[config.mk]
export PLATFORM = sky130hd
export DESIGN_NAME = linear_probe_hash_table_flat
export DESIGN_NICKNAME = d
export VERILOG_FILES = /design/src/hdl/lph_pkg.sv /design/src/hdl/lph_if.sv /design/src/hdl/lph_home.sv /design/src/hdl/lph_ram.sv /design/src/hdl/linear_probe_hash_table.sv /design/src/flat_wrapper.sv
export SDC_FILE = /design/constraint.sdc
export NUM_CORES = 1
export LEC_CHECK = 0
export BUFFER_PORTS_ARGS = -buffer_cell sky130_fd_sc_hd__buf_2
export CORE_ASPECT_RATIO = 1.25
export CORE_MARGIN = 2
export CORE_UTILIZATION = 45
export DETAILED_ROUTE_END_ITERATION = 6
export PLACE_DENSITY = 0.61
export SLEW_MARGIN = 15
export SYNTH_ARGS = -nofsm -noshare
export SYNTH_HDL_FRONTEND = slang
export SYNTH_SLANG_ARGS = --single-unit
[constraint.sdc]
create_clock -name clk -period 4.4 [get_ports clk]
set_clock_uncertainty 0.15 [all_clocks]
set_input_delay 0.44 -clock clk [delete_from_list [all_inputs] [get_ports clk]]
set_output_delay 0.44 -clock clk [all_outputs]
set_load 0.02 [all_outputs]
[src/hdl/lph_pkg.sv]
// ============================================================================
// lph_pkg: shared types and constants for the linear probe hash table
// Field widths, command and status codes, and the layout of one table entry.
// ============================================================================
`default_nettype none

package lph_pkg;

    // Field widths fixed by the item formats.
    localparam int KEY_W  = 31;
    localparam int ADDR_W = 32;
    localparam int SLOT_W = 4;

    // Operation carried by a request item.
    typedef enum logic {
        CMD_INSERT = 1'b0,
        CMD_LOOKUP = 1'b1
    } cmd_t;

    // Outcome carried by a response item.
    typedef enum logic [1:0] {
        ST_INSERTED  = 2'd0,
        ST_FULL      = 2'd1,
        ST_FOUND     = 2'd2,
        ST_NOT_FOUND = 2'd3
    } status_t;

    // One slot of the table as held in memory.
    typedef struct packed {
        logic              occupied;
        logic [KEY_W-1:0]  key;
        logic [ADDR_W-1:0] address;
    } entry_t;

endpackage

`default_nettype wire

[src/hdl/lph_if.sv]
// ============================================================================
// lph_if: request and response channels of the linear probe hash table
// Valid/ready channels; an item moves when valid and ready are both high.
// ============================================================================
`default_nettype none

interface lph_req_if import lph_pkg::*; ();
    logic              valid;
    logic              ready;
    cmd_t              cmd;
    logic [KEY_W-1:0]  key;
    logic [ADDR_W-1:0] record_address;

    modport source (output valid, output cmd, output key, output record_address,
                    input ready);
    modport sink   (input valid, input cmd, input key, input record_address,
                    output ready);
endinterface

interface lph_rsp_if import lph_pkg::*; ();
    logic              valid;
    logic              ready;
    status_t           status;
    logic [SLOT_W-1:0] slot;
    logic [ADDR_W-1:0] found_address;

    modport source (output valid, output status, output slot, output found_address,
                    input ready);
    modport sink   (input valid, input status, input slot, input found_address,
                    output ready);
endinterface

`default_nettype wire

[src/hdl/lph_home.sv]
// ============================================================================
// lph_home: home slot unit
// Computes key modulo TABLE_SIZE: the quotient comes from a multiplication
// by a rounded-up reciprocal, and the remainder from the low bits of the
// key minus quotient times TABLE_SIZE.
// ============================================================================
`default_nettype none

module lph_home import lph_pkg::*; #(
    parameter int TABLE_SIZE = 16
) (
    input  wire logic                          clk,
    input  wire logic                          rst_n,
    input  wire logic                          start,
    input  wire logic [KEY_W-1:0]              key,
    output logic                               done,
    output logic [$clog2(TABLE_SIZE)-1:0]      home
);

    localparam int IDX_W  = $clog2(TABLE_SIZE);
    localparam int PROD_W = 2 * KEY_W + 1;
    localparam int QUO_W  = PROD_W - KEY_W - IDX_W;

    // Reciprocal rounded up; with this scaling the quotient is exact for
    // every key of KEY_W bits.
    localparam logic [63:0] RECIP_FULL =
        ((64'd1 << (KEY_W + IDX_W)) + 64'(TABLE_SIZE) - 64'd1) / 64'(TABLE_SIZE);
    localparam logic [KEY_W:0]   RECIP   = (KEY_W + 1)'(RECIP_FULL);
    localparam logic [IDX_W-1:0] MOD_LOW = IDX_W'(TABLE_SIZE);

    logic              busy_reg;
    logic              done_reg;
    logic [KEY_W-1:0]  key_reg;
    logic [QUO_W-1:0]  quo_reg;

    logic [PROD_W-1:0] product;
    logic [IDX_W-1:0]  quo_mod;

    // Quotient by reciprocal multiplication.
    assign product = PROD_W'(key_reg) * PROD_W'(RECIP);

    // The remainder is below TABLE_SIZE, so the low bits of the difference
    // are all that is needed.
    assign quo_mod = quo_reg[IDX_W-1:0] * MOD_LOW;

    // Stage flags and completion pulse.
    always_ff @(posedge clk or negedge rst_n)
    begin
        if (!rst_n)
        begin
            busy_reg <= 1'b0;
            done_reg <= 1'b0;
        end
        else
        begin
            busy_reg <= start;
            done_reg <= busy_reg;
        end
    end

    // Key capture and quotient register.
    always_ff @(posedge clk)
    begin
        if (start)
        begin
            key_reg <= key;
        end
        if (busy_reg)
        begin
            quo_reg <= product[PROD_W-1 -: QUO_W];
        end
    end

    assign done = done_reg;
    assign home = key_reg[IDX_W-1:0] - quo_mod;

endmodule

`default_nettype wire

[src/hdl/lph_ram.sv]
// ============================================================================
// lph_ram: slot memory
// One write port and one read port; read data is registered, so it appears
// in the cycle after the read address.
// ============================================================================
`default_nettype none

module lph_ram import lph_pkg::*; #(
    parameter int DEPTH = 16
) (
    input  wire logic                     clk,
    input  wire logic                     wr_en,
    input  wire logic [$clog2(DEPTH)-1:0] wr_addr,
    input  wire entry_t                   wr_data,
    input  wire logic                     rd_en,
    input  wire logic [$clog2(DEPTH)-1:0] rd_addr,
    output entry_t                        rd_data
);

    entry_t mem [DEPTH];
    entry_t rd_data_reg;

    // Synchronous write and registered read.
    always_ff @(posedge clk)
    begin
        if (wr_en)
        begin
            mem[wr_addr] <= wr_data;
        end
        if (rd_en)
        begin
            rd_data_reg <= mem[rd_addr];
        end
    end

    assign rd_data = rd_data_reg;

endmodule

`default_nettype wire

[src/hdl/linear_probe_hash_table.sv]
// ============================================================================
// linear_probe_hash_table: open-addressed hash table with linear probing
// Maps a key to a record address; inserts and lookups probe forward from
// the key's home slot with wraparound.
// ============================================================================
// Usage:
//   request carries cmd (insert or look up), key and record_address; the
//   block takes one request item at a time. response returns exactly one
//   item per request: status, slot and found_address.
//   The home slot unit reduces the key modulo TABLE_SIZE by a reciprocal
//   multiplication; the probe then streams one slot read per cycle from the
//   slot memory and checks each entry as its read data returns.
//   A new request can be accepted in the cycle after the previous response
//   is loaded. After reset the block sweeps the memory to mark every slot
//   empty, one slot per cycle, and holds request.ready low.
//   The response is held in an output register; while the receiver stalls,
//   the block still accepts and processes the next request and waits with
//   its result until the output register is free.
// ============================================================================
`default_nettype none

module linear_probe_hash_table import lph_pkg::*; #(
    parameter int TABLE_SIZE = 16
) (
    input  wire logic  clk,
    input  wire logic  rst_n,
    lph_req_if.sink    request,
    lph_rsp_if.source  response
);

    localparam int IDX_W = $clog2(TABLE_SIZE);
    localparam logic [IDX_W-1:0] LAST_IDX = IDX_W'(TABLE_SIZE - 1);
    localparam logic [IDX_W:0]   SIZE_CNT = (IDX_W + 1)'(TABLE_SIZE);

    typedef enum logic [4:0] {
        S_CLEAR   = 5'b00001,
        S_IDLE    = 5'b00010,
        S_HASH    = 5'b00100,
        S_PROBE   = 5'b01000,
        S_DELIVER = 5'b10000
    } state_t;

    state_t             state_reg, state_next;
    logic [IDX_W-1:0]   clr_reg, clr_next;
    cmd_t               cmd_reg, cmd_next;
    logic [KEY_W-1:0]   key_reg, key_next;
    logic [ADDR_W-1:0]  addr_reg, addr_next;
    logic [IDX_W-1:0]   rd_idx_reg, rd_idx_next;
    logic [IDX_W:0]     issue_cnt_reg, issue_cnt_next;
    logic [IDX_W-1:0]   eval_cnt_reg, eval_cnt_next;
    logic               rd_pend_reg, rd_pend_next;
    logic [IDX_W-1:0]   pend_slot_reg, pend_slot_next;
    status_t            res_status_reg, res_status_next;
    logic [IDX_W-1:0]   res_slot_reg, res_slot_next;
    logic [ADDR_W-1:0]  res_addr_reg, res_addr_next;
    logic               rsp_valid_reg, rsp_valid_next;
    status_t            rsp_status_reg, rsp_status_next;
    logic [SLOT_W-1:0]  rsp_slot_reg, rsp_slot_next;
    logic [ADDR_W-1:0]  rsp_addr_reg, rsp_addr_next;

    logic               home_start;
    logic               home_done;
    logic [IDX_W-1:0]   home_idx;

    logic               wr_en;
    logic [IDX_W-1:0]   wr_addr;
    entry_t             wr_data;
    logic               rd_en;
    logic [IDX_W-1:0]   rd_addr;
    entry_t             rd_entry;

    logic               probe_hit;
    logic               probe_last;
    logic               issue_more;
    logic               rsp_free;

    // Home slot unit.
    lph_home #(
        .TABLE_SIZE (TABLE_SIZE)
    ) u_home (
        .clk   (clk),
        .rst_n (rst_n),
        .start (home_start),
        .key   (key_next),
        .done  (home_done),
        .home  (home_idx)
    );

    // Slot memory.
    lph_ram #(
        .DEPTH (TABLE_SIZE)
    ) u_ram (
        .clk     (clk),
        .wr_en   (wr_en),
        .wr_addr (wr_addr),
        .wr_data (wr_data),
        .rd_en   (rd_en),
        .rd_addr (rd_addr),
        .rd_data (rd_entry)
    );

    // Slot check on returning read data.
    assign probe_hit  = (cmd_reg == CMD_INSERT) ? !rd_entry.occupied
                        : (rd_entry.occupied && (rd_entry.key == key_reg));
    assign probe_last = (eval_cnt_reg == LAST_IDX);
    assign issue_more = (issue_cnt_reg != SIZE_CNT);
    assign rsp_free   = !rsp_valid_reg || response.ready;

    // Controller: clear sweep, hashing, probe stream and result hand-off.
    always_comb
    begin
        state_next      = state_reg;
        clr_next        = clr_reg;
        cmd_next        = cmd_reg;
        key_next        = key_reg;
        addr_next       = addr_reg;
        rd_idx_next     = rd_idx_reg;
        issue_cnt_next  = issue_cnt_reg;
        eval_cnt_next   = eval_cnt_reg;
        rd_pend_next    = rd_pend_reg;
        pend_slot_next  = pend_slot_reg;
        res_status_next = res_status_reg;
        res_slot_next   = res_slot_reg;
        res_addr_next   = res_addr_reg;
        rsp_valid_next  = rsp_valid_reg && !response.ready;
        rsp_status_next = rsp_status_reg;
        rsp_slot_next   = rsp_slot_reg;
        rsp_addr_next   = rsp_addr_reg;
        home_start      = 1'b0;
        wr_en           = 1'b0;
        wr_addr         = clr_reg;
        wr_data         = '0;
        rd_en           = 1'b0;
        rd_addr         = rd_idx_reg;

        unique case (state_reg)
            S_CLEAR:
            begin
                wr_en = 1'b1;
                if (clr_reg == LAST_IDX)
                begin
                    state_next = S_IDLE;
                end
                else
                begin
                    clr_next = clr_reg + IDX_W'(1);
                end
            end

            S_IDLE:
            begin
                if (request.valid)
                begin
                    cmd_next   = request.cmd;
                    key_next   = request.key;
                    addr_next  = request.record_address;
                    home_start = 1'b1;
                    state_next = S_HASH;
                end
            end

            S_HASH:
            begin
                if (home_done)
                begin
                    rd_idx_next    = home_idx;
                    issue_cnt_next = '0;
                    eval_cnt_next  = '0;
                    rd_pend_next   = 1'b0;
                    state_next     = S_PROBE;
                end
            end

            S_PROBE:
            begin
                // Issue the next slot read while earlier reads are checked.
                if (issue_more)
                begin
                    rd_en          = 1'b1;
                    rd_idx_next    = (rd_idx_reg == LAST_IDX) ? '0
                                     : rd_idx_reg + IDX_W'(1);
                    issue_cnt_next = issue_cnt_reg + (IDX_W + 1)'(1);
                    rd_pend_next   = 1'b1;
                    pend_slot_next = rd_idx_reg;
                end
                else
                begin
                    rd_pend_next = 1'b0;
                end

                // Check the entry read in the previous cycle.
                if (rd_pend_reg)
                begin
                    if (probe_hit)
                    begin
                        res_slot_next = pend_slot_reg;
                        if (cmd_reg == CMD_INSERT)
                        begin
                            wr_en            = 1'b1;
                            wr_addr          = pend_slot_reg;
                            wr_data.occupied = 1'b1;
                            wr_data.key      = key_reg;
                            wr_data.address  = addr_reg;
                            res_status_next  = ST_INSERTED;
                            res_addr_next    = '0;
                        end
                        else
                        begin
                            res_status_next = ST_FOUND;
                            res_addr_next   = rd_entry.address;
                        end
                        rd_pend_next = 1'b0;
                        state_next   = S_DELIVER;
                    end
                    else if (probe_last)
                    begin
                        res_status_next = (cmd_reg == CMD_INSERT) ? ST_FULL : ST_NOT_FOUND;
                        res_slot_next   = '0;
                        res_addr_next   = '0;
                        rd_pend_next    = 1'b0;
                        state_next      = S_DELIVER;
                    end
                    else
                    begin
                        eval_cnt_next = eval_cnt_reg + IDX_W'(1);
                    end
                end
            end

            S_DELIVER:
            begin
                if (rsp_free)
                begin
                    rsp_valid_next  = 1'b1;
                    rsp_status_next = res_status_reg;
                    rsp_slot_next   = SLOT_W'(res_slot_reg);
                    rsp_addr_next   = res_addr_reg;
                    state_next      = S_IDLE;
                end
            end

            default:
            begin
                state_next = S_CLEAR;
                clr_next   = '0;
            end
        endcase
    end

    // Control registers.
    always_ff @(posedge clk or negedge rst_n)
    begin
        if (!rst_n)
        begin
            state_reg     <= S_CLEAR;
            clr_reg       <= '0;
            issue_cnt_reg <= '0;
            eval_cnt_reg  <= '0;
            rd_pend_reg   <= 1'b0;
            rsp_valid_reg <= 1'b0;
        end
        else
        begin
            state_reg     <= state_next;
            clr_reg       <= clr_next;
            issue_cnt_reg <= issue_cnt_next;
            eval_cnt_reg  <= eval_cnt_next;
            rd_pend_reg   <= rd_pend_next;
            rsp_valid_reg <= rsp_valid_next;
        end
    end

    // Payload registers.
    always_ff @(posedge clk)
    begin
        cmd_reg        <= cmd_next;
        key_reg        <= key_next;
        addr_reg       <= addr_next;
        rd_idx_reg     <= rd_idx_next;
        pend_slot_reg  <= pend_slot_next;
        res_status_reg <= res_status_next;
        res_slot_reg   <= res_slot_next;
        res_addr_reg   <= res_addr_next;
        rsp_status_reg <= rsp_status_next;
        rsp_slot_reg   <= rsp_slot_next;
        rsp_addr_reg   <= rsp_addr_next;
    end

    // Channel outputs.
    assign request.ready          = (state_reg == S_IDLE);
    assign response.valid         = rsp_valid_reg;
    assign response.status        = rsp_status_reg;
    assign response.slot          = rsp_slot_reg;
    assign response.found_address = rsp_addr_reg;

    // A probe writes the memory only to place an inserted key.
    a_probe_write_insert: assert property (@(posedge clk) disable iff (!rst_n)
        (wr_en && (state_reg == S_PROBE)) |-> (cmd_reg == CMD_INSERT))
        else $error("slot memory written during a lookup probe");

    // Only a found lookup returns a nonzero address.
    a_addr_only_found: assert property (@(posedge clk) disable iff (!rst_n)
        (response.valid && (response.status != ST_FOUND)) |-> (response.found_address == '0))
        else $error("nonzero found_address on a response that is not found");

    // Read data in flight is checked only while probing.
    a_pend_in_probe: assert property (@(posedge clk) disable iff (!rst_n)
        rd_pend_reg |-> (state_reg == S_PROBE))
        else $error("pending slot read outside the probe");

    // The home slot arrives while the controller waits for it.
    a_home_in_hash: assert property (@(posedge clk) disable iff (!rst_n)
        home_done |-> (state_reg == S_HASH))
        else $error("home slot completed outside hashing");

endmodule

`default_nettype wire

[src/flat_wrapper.sv]
// flat-port wrapper written by rule: the top's interface ports become plain ports
module linear_probe_hash_table_flat import lph_pkg::*;
#(
    parameter int TABLE_SIZE = 16
)
  (clk, rst_n, request_valid, request_cmd, request_key, request_record_address, request_ready, response_valid, response_status, response_slot, response_found_address, response_ready);
  lph_req_if request_i ();
  lph_rsp_if response_i ();
  input  wire logic clk;
  input  wire logic rst_n;
  input wire logic [$bits(request_i.valid)-1:0] request_valid;
  input wire logic [$bits(request_i.cmd)-1:0] request_cmd;
  input wire logic [$bits(request_i.key)-1:0] request_key;
  input wire logic [$bits(request_i.record_address)-1:0] request_record_address;
  output wire logic [$bits(request_i.ready)-1:0] request_ready;
  output wire logic [$bits(response_i.valid)-1:0] response_valid;
  output wire logic [$bits(response_i.status)-1:0] response_status;
  output wire logic [$bits(response_i.slot)-1:0] response_slot;
  output wire logic [$bits(response_i.found_address)-1:0] response_found_address;
  input wire logic [$bits(response_i.ready)-1:0] response_ready;
  assign request_i.valid = request_valid;
  assign request_i.cmd = request_cmd;
  assign request_i.key = request_key;
  assign request_i.record_address = request_record_address;
  assign request_ready = request_i.ready;
  assign response_valid = response_i.valid;
  assign response_status = response_i.status;
  assign response_slot = response_i.slot;
  assign response_found_address = response_i.found_address;
  assign response_i.ready = response_ready;
  linear_probe_hash_table #(.TABLE_SIZE(TABLE_SIZE)) u_core (.clk(clk), .rst_n(rst_n), .request(request_i), .response(response_i));
endmodule
==> results.ini <==
[floorplan]
core_mm2 = 0.106
std_cell_rows = 134
dieHeight_um = 370
io_pins = 108
dieArea_mm2 = 0.110
start_util_pct = 45.2
die_w_um = 297

[cells_and_area]
largest_reg_flops = 1024
fin_nets = 2773
drive_gt1_share_pct = 19.9
diodes = 0
syn2layout_area_growth_pct = 14.6

[timing]
fin_crit_sh_pct = 82.6
rsz0062_at_grt = false
tightestPinTransition_ns = 0.999
fmax_mhz = 275
slew_headroom_pct = 33.4
finalMaxSlewViolations = 0
worst_slack_ns = 0.767
setup_violations = 0
timing_hold_violations_final = 0
fin_crit_ns = 3.63
finalSetupTns_ns = 0

[clock_tree]
post_cts_resize_count = 0
clockBufferDepth = 3
cts_tree = built
postCtsSetupBuffers = 0
clock-root-buffer = clkbuf_16
path_clk_slew_ns = 0.06
cts_num_sinks = 1262
numCtsBuffers = 116
htreeDepth = 3
insertion_delay_ns = 0.72

[grt]
track_usage_pct = 20.6
grt_pass1_wl_um = 164000
grt_pass1_vias = 24900
antenna_found_initial = 1
grt_remaining_overflow = 0
grt_start_max_net_pins = 98

[yosys]
syn_area_mm2 = 0.0481
synthArstFlopShare_pct = 1.74
yosysTopAreaCell = edfxtp_1
synth_edf_count = 1236
syn_inst = 2476
synth_cell_types = 61
synth_xor_area_share_pct = 0.655
ys_seq_area_share_pct = 78.4
synthMuxAreaShare_pct = 11.6
synth-seq-cells = 1262
syn_area_per_cell_um2 = 19.4
yosysMostFrequentCell = edfxtp_1
synth_top_family_by_area = multiplexers
synthTopCellsByArea = edfxtp_1 77%, mux4_2 6.0%, mux2i_1 4.0%
synth_nets = 2549
yosysWarnings = 0
synth_compound_area_share_pct = 4.89
yosys.area.top_type_share_pct = 77.1
synthTopCellsByCount = 1236 x edfxtp_1, 193 x mux2i_1, 132 x o21ai_0
ys.flop_type = edfxtp_1
synth-simple-area-share_pct = 2.95
synthAdderAreaFrac_pct = 0.130

[setup_path]
required_ns = 4.63
cp_max_fo = 45
critical_path_class = flip-flop to flip-flop
critPathCaptureType = flip-flop
arrival_ns = 3.86
worstSetupStartpointType = flip-flop

[job]
max_cap_violations = 0

[routing]
ant_nets = 0
dr_total_vias = 24100
firstDrtPassIters = 5
wl_per_cell_um = 26.6
wl_um = 112000
drt-initial-drc-count = 2230
viasPerCell = 5.71
drc = 0

[status]
status = finished, final reports clean

[place]
dp_worst_setup_slack_ns = 0.795
globalplace.congestion = 0.777
port_buffers = 107
hpwl_um = 57400

[power_and_ir_drop]
p_leak_uw = 0.0193
power_uw = 27100
ir_drop_uv = 393
power_density_mw_per_mm2 = 492

[hold_path]
hold_class = input pin to async pin

cells in the final DEF, fill, tap and decap left out, types with 65 or more instances in the layout:
cell type,Yosys,layout
nand2_1,86,85
mux4_2,128,128
mux2_2,69,69
mux2i_1,193,193
o21ai_0,132,132
a22oi_1,65,65
dlygate4sd3_1,0,67
clkbuf_16,0,117
a21oi_1,73,72
buf_2,37,107
edfxtp_1,1236,1236
final cells by class:
class	instances	area [µm²]
Fill cell	8354	51300
Sequential cell	1262	37700
Multi-Input combinational cell	1070	9900
Clock buffer	136	3000
Timing Repair Buffer	231	1920
Tap cell	1428	1790
Clock inverter	77	718
Inverter	19	73.8
cell families (layout without fill, tap and decap cells):
logic type | Yosys count | count (layout)
adders and majority gates | 5 | 5
muxes | 390 | 390
xor gates and xnor gates | 36 | 36
AOI/OAI and AO/OA | 369 | 369
and+or+nand+nor | 270 | 270
DFF | 1262 | 1262
buffers and inverters | 144 | 463
worst paths after layout:
check | startpoint | endpoint | slack, ns | cells past startpoint
max | u_core.state_reg[1] | u_core.u_ram.mem[7][24] | 0.77 | 6
min | rst_n | u_core.rd_pend_reg | 0.10 | 2
max reg2reg | u_core.state_reg[1] | u_core.u_ram.mem[7][24] | 0.77 | 6
min reg2reg | u_core.u_home.busy_reg | u_core.u_home.done | 0.21 | 0
max in group asynchronous | rst_n | u_core.state_reg[0] | 3.63 | 2
min in group clk | u_core.u_home.busy_reg | u_core.u_home.done | 0.21 | 0
critical path: stages (launching register included):
cell	delay, ns
dfrtp_1	0.43
nor3b_2	0.31
and2_1	0.21
and3_4	0.48
a31oi_1	0.40
nor2_4	0.84
buf_12	0.38
per-layer routing:
| layer | wire length [µm] | up-vias | GRT usage, % |
|---|---|---|---|
| met5 | 0 | - | 0 |
| met4 | 3070 | 0 | 7.28 |
| met3 | 6060 | 171 | 2.78 |
| met2 | 56700 | 747 | 34.8 |
| met1 | 46500 | 12700 | 27.4 |
| li1 | - | 10500 | - |
stage by stage:
| step | std cells | hold slack (ns) | instance area, µm² | util [%] |
|---|---|---|---|---|
| after global routing | 4223 | 0.153 | 55200 | 51.8 |
| after CTS | 4223 | 0.0914 | 55200 | 51.8 |
| after global placement | 3943 | 0.188 | 50800 | 47.7 |
| final | 4223 | 0.101 | 55200 | 51.8 |
| after floorplan | 2476 | -0.00559 | 48200 | - |
| after detailed placement | 3943 | 0.190 | 50800 | 47.7 |
power by group:
| part | switching (µW) | internal, µW | total, µW |
|---|---|---|---|
| Sequential | 301 | 14600 | 14900 |
| Combinational | 1700 | 647 | 2340 |
| Clock | 4280 | 5610 | 9890 |
| Total | 6280 | 20800 | 27100 |
timing repair:
| action | in CTS | in global routing |
|---|---|---|
| hold buffers | 67 | 0 |
| hold endpoints to repair | 93 | 0 |
| endpoints found under the setup margin | 0 | 0 |
(Power assumes the default switching activity.)
